**src/design/tepf_pkg.sv**
```systemverilog
// Package for the timed entry pool: pool geometry, command and result codes,
// sequencer states. No dependencies.
`timescale 1ns / 1ps
`default_nettype none
package tepf_pkg;
  localparam int POOL_DEPTH = 64;
  localparam int IDX_W = 6;
  localparam int PTR_W = 7;
  localparam logic [PTR_W-1:0] NIL = 7'd127;
  localparam logic [15:0] DEFAULT_LIFE_RESET = 16'd100;

  localparam logic [1:0] CMD_SPAWN = 2'd0;
  localparam logic [1:0] CMD_KILL = 2'd1;
  localparam logic [1:0] CMD_TICK = 2'd2;

  localparam logic [1:0] KIND_SPAWN = 2'd0;
  localparam logic [1:0] KIND_KILL = 2'd1;
  localparam logic [1:0] KIND_LIVE = 2'd2;

  typedef enum logic [3:0] {
    ST_IDLE,
    ST_SPAWN,
    ST_WALK,
    ST_READ,
    ST_EVAL,
    ST_DIV,
    ST_EMIT,
    ST_UNLINK_O,
    ST_UNLINK_N,
    ST_DONE,
    ST_OUT
  } state_t;
endpackage
`default_nettype wire

```
**src/design/tepf_div.sv**
```systemverilog
// Restoring divider, one quotient bit per cycle, for the fade scaling.
// Depends on tepf_pkg.
`timescale 1ns / 1ps
`default_nettype none
module tepf_div
  import tepf_pkg::*;
(
  input  wire logic        clk,
  input  wire logic        rst,
  input  wire logic        start,
  input  wire logic [23:0] numer,
  input  wire logic [15:0] denom,
  output logic             busy,
  output logic [23:0]      quot
);
  logic [4:0]  cnt;
  logic [16:0] rem;
  logic [16:0] trial;
  logic [23:0] num;
  logic [15:0] den;

  assign trial = {rem[15:0], num[23]} - {1'b0, den};

  always_ff @(posedge clk) begin
    if (rst) begin
      busy <= 1'b0;
      cnt  <= '0;
    end else if (start) begin
      busy <= 1'b1;
      cnt  <= 5'd24;
      rem  <= '0;
      num  <= numer;
      den  <= denom;
    end else if (busy) begin
      num <= {num[22:0], ~trial[16]};
      rem <= trial[16] ? {rem[15:0], num[23]} : trial;
      cnt <= cnt - 5'd1;
      if (cnt == 5'd1) busy <= 1'b0;
    end
  end
  assign quot = num;
endmodule
`default_nettype wire

```
**config.mk**
```make
export PLATFORM = sky130hd
export DESIGN_NAME = tepf_div
export DESIGN_NICKNAME = d
export VERILOG_FILES = /design/src/design/tepf_pkg.sv /design/src/design/tepf_div.sv
export SDC_FILE = /design/constraint.sdc
export NUM_CORES = 1
export LEC_CHECK = 0
export BUFFER_PORTS_ARGS = -buffer_cell sky130_fd_sc_hd__buf_4
export CORE_ASPECT_RATIO = 0.9
export CORE_MARGIN = 2
export CORE_UTILIZATION = 50
export CTS_CLUSTER_SIZE = 28
export DETAILED_ROUTE_END_ITERATION = 8
export PLACE_DENSITY = 0.86
export SYNTH_ARGS = -nofsm -noshare
export SYNTH_HDL_FRONTEND = slang
export SYNTH_SLANG_ARGS = --single-unit
export TNS_END_PERCENT = 50
```
**constraint.sdc**
```tcl
create_clock -name clk -period 3.09 [get_ports clk]
set_input_delay 0.1545 -clock clk [delete_from_list [all_inputs] [get_ports clk]]
set_output_delay 0.1545 -clock clk [all_outputs]
set_load 0.02 [all_outputs]
```
==> impl_metrics.json <==
{
  "num_io_pins": 68,
  "synth_top_flop_cell": "edfxtp_1",
  "final_max_slew_viol_count": 0,
  "start_util_pct": 52.11,
  "grt_max_degree": 48,
  "grt_remaining_overflow": 0,
  "post_cts_resized": 0,
  "tritoncts": "yes",
  "fp.coreArea_sq_mm": 0.006656,
  "portBuffers": 67,
  "reg2regPathDepth": 9,
  "insertion_delay_ns": 0.34,
  "fin_worst_skew_ns": 0.006264,
  "holdWs_ns": 0.04854,
  "final_area_sq_mm": 0.004427,
  "yosysWarnings": 0,
  "n_antenna_cell": 0,
  "slew-limit-headroom_pct": 60.44,
  "die_w_um": 91.79,
  "totalWireLength_um": 8498,
  "rsz0062_at_grt": "false",
  "layout-drive-gt1-share_pct": 28.93,
  "ir_drop_mv": 0.4214,
  "tightest_slew_ns": 0.5860,
  "reg2reg_from": "quot[23]",
  "dieArea_sq_mm": 0.007619,
  "route.vias.total": 2886,
  "status": "finished clean",
  "cpPeakStageDelay_ns": 0.52,
  "reg2reg_to": "rem[8]",
  "placed_cells": 452,
  "vias_per_cell": 5.963,
  "antenna_found_initial": 0,
  "gp_congestion": 0.8935,
  "arrival_ns": 3.02,
  "tns_ns": 0,
  "instances_no_fill": 484,
  "syn_nets": 366,
  "dpl.hpwl_um": 5879,
  "drt_first_pass_iters": 6,
  "synth_edf_count": 56,
  "wire_per_inst_um": 17.56,
  "path_max_fanout": 21,
  "p_leak_nw": 1.771,
  "nets": 451,
  "finalSetupViolCount": 0,
  "ys_types": 52,
  "die_y_um": 83.01,
  "cts.reportedPaths.clkPinSlew_ns": 0.07,
  "antenna_left": 0,
  "hold_violations": 0,
  "area_growth_pct": 27.63,
  "place_area_sq_mm": 0.004060,
  "hold_class": "input port to flop",
  "crit_start": "quot[23]",
  "grt_pass1_wl_um": 13830,
  "ys_ff_latch": 62,
  "power_density_mw_per_mm2": 536.5,
  "required_ns": 3.27,
  "cp-end-kind": "flop",
  "endpoint": "rem[8]",
  "grt_usage_pct": 22.90,
  "drtIter0Drc": 329,
  "fin_crit_sh_pct": 91.91,
  "drc_errors": 0,
  "fmax_mhz": 352.1,
  "htree_levels": 3,
  "fin_crit_ns": 2.840,
  "netlist_instances": 304,
  "syn_area_sq_mm": 0.003468,
  "cts.sinks": 62,
  "worstPathCellList": "inv_1, ha_1, fa_1, nand2b_1, a21o_1, a211o_1, and3_4, or4b_1, a21oi_1",
  "crit_path_start_kind": "flop",
  "grt_pass1_vias": 2921,
  "root_buffer": "clkbuf_8",
  "slowest_stage": "or4b_1",
  "ys_async_sr_fraction_pct": 0,
  "cts_buffer_depth": 2,
  "drv_cap": 0,
  "numCtsBuffers": 9,
  "num_rows": 28,
  "rrSetupSlack_ns": 0.25,
  "syn_area_per_cell_sq_um": 11.41,
  "power_mw": 2.375,
  "path_class": "flop to flop",
  "yosysSeqAreaShare_pct": 51.95
}
## routing by layer
layer | up-vias | global-route usage [%] | wire length, um | part of all wire (%)
li1 | 1333 | - | - | -
met1 | 1377 | 28.46 | 3373 | 40
met2 | 157 | 37.37 | 4114 | 48
met3 | 19 | 7.350 | 846 | 10
met4 | 0 | 8.684 | 163 | 1.9
met5 | - | 0 | 0 | 0
## logic make-up (layout without fill, tap and decap cells)
logic type,Yosys count,in the layout,share of synthesized area (%)
buffers and inverters,35,125,4.149
multiplexers,25,25,8.045
AND/OR/NAND/NOR,68,68,10.75
flip-flops,62,62,51.95
adder cells (fa/ha/maj),19,19,7.071
AO/OA/AOI/OAI,88,88,16.27
XOR/XNOR,7,7,1.768
## sequential cells by signal (all words and copies together), names as in the netlist
name and flops:
busy 1, cnt 5, quot 24, rem 16, den 16
## timing repair
action,in CTS,in global routing
setup buffers,0,0
hold buffers,16,0
hold endpoints to repair,16,0
## worst max-delay path, delay by kind of cell (launching register included)
family / cells / cell delay (ns)
buffers and inverters: 1 / 0.05
flip-flops: 1 / 0.37
adder cells (fa/ha/maj): 2 / 0.60
AND/OR/NAND/NOR: 3 / 0.96
AO/OA/AOI/OAI: 3 / 0.69
## layout by cell type, fill, tap and decap left out, types with 2 or more instances in the layout
cell,count
or3_1,2
or4b_1,2
dfxtp_1,6
o31ai_1,2
o211ai_1,5
and3_1,2
nand2b_1,4
dlygate4sd3_1,16
xor2_1,2
ha_1,18
nand2_1,11
xnor2_1,5
nor2_1,11
a211oi_1,5
mux2i_1,2
a21oi_1,29
buf_4,71
mux2_2,23
or4_1,3
nand3_1,8
o21a_1,4
nand4_1,5
and2_1,2
edfxtp_1,56
inv_1,22
clkbuf_8,12
a221o_1,2
nor2b_1,3
nor3_1,8
o311ai_0,2
a21o_1,4
o21ai_0,23
## per-stage QoR
| stage | setup slack, ns | utilization (%) |
|---|---|---|
| 2_1_floorplan | 0.1297 | - |
| 3_3_place_gp | 0.4040 | 61.00 |
| 3_5_place_dp | 0.2939 | 61.00 |
| 4_1_cts | 0.2680 | 66.50 |
| 5_1_grt | 0.1158 | 66.50 |
| 6_report | 0.2499 | 66.50 |
## how the worst min path moves through the flow
| stage | start | to | slack, ns | depth (start not counted) |
|---|---|---|---|---|
| final | rst | cnt[4] | 0.05 | 2 |
| after global routing | rst | cnt[4] | 0.05 | 2 |
| after CTS | rst | cnt[4] | 0.04 | 2 |
| after detailed placement | denom[11] | den[11] | 0.33 | 1 |
| after global placement | denom[2] | den[2] | 0.33 | 1 |
| after floorplan | denom[0] | den[0] | 0.25 | 0 |
## layout make-up
| class | instances | area (sq um) |
|---|---|---|
| Tap cell | 90 | 112.6 |
| Inverter | 22 | 82.58 |
| Clock inverter | 2 | 12.51 |
| Timing Repair Buffer | 87 | 693.2 |
| Fill cell | 484 | 2230 |
| Sequential cell | 62 | 1802 |
| Multi-Input combinational cell | 207 | 1530 |
| Clock buffer | 14 | 193.9 |
## cells in the mapped netlist, types with 2 or more instances
| library cell | number | share of area [%] |
|---|---|---|
| or4_1 | 3 | 0.65 |
| mux2_2 | 23 | 7.5 |
| edfxtp_1 | 56 | 48 |
| clkbuf_1 | 5 | 0.54 |
| o21a_1 | 4 | 0.87 |
| dfxtp_1 | 6 | 3.5 |
| a221o_1 | 2 | 0.58 |
| nor2b_1 | 3 | 0.54 |
| nor3_1 | 8 | 1.2 |
| xor2_1 | 2 | 0.51 |
| o31ai_1 | 2 | 0.43 |
| inv_1 | 22 | 2.4 |
| o211ai_1 | 5 | 1.1 |
| a21oi_1 | 29 | 4.2 |
| and3_1 | 2 | 0.36 |
| nor2_1 | 12 | 1.3 |
| and2_1 | 2 | 0.36 |
| nand2_1 | 11 | 1.2 |
| nand4_1 | 5 | 0.90 |
| a21o_1 | 4 | 0.87 |
| nand3_1 | 8 | 1.2 |
| or4b_1 | 2 | 0.58 |
| buf_1 | 3 | 0.32 |
| a211oi_1 | 5 | 1.1 |
| ha_1 | 18 | 6.5 |
| or3_1 | 2 | 0.36 |
| mux2i_1 | 2 | 0.58 |
| o311ai_0 | 2 | 0.51 |
| o21ai_0 | 23 | 3.3 |
| xnor2_1 | 5 | 1.3 |
| buf_2 | 4 | 0.58 |
| nand2b_1 | 4 | 0.72 |
## power breakdown
group / internal, mW / switching (mW) / leakage [nW]
Clock: 0.405 / 0.316 / 0.104
Combinational: 0.273 / 0.340 / 1.08
Sequential: 1.00 / 0.0390 / 0.585
Note: power is estimated with default switching activity, not from simulation.
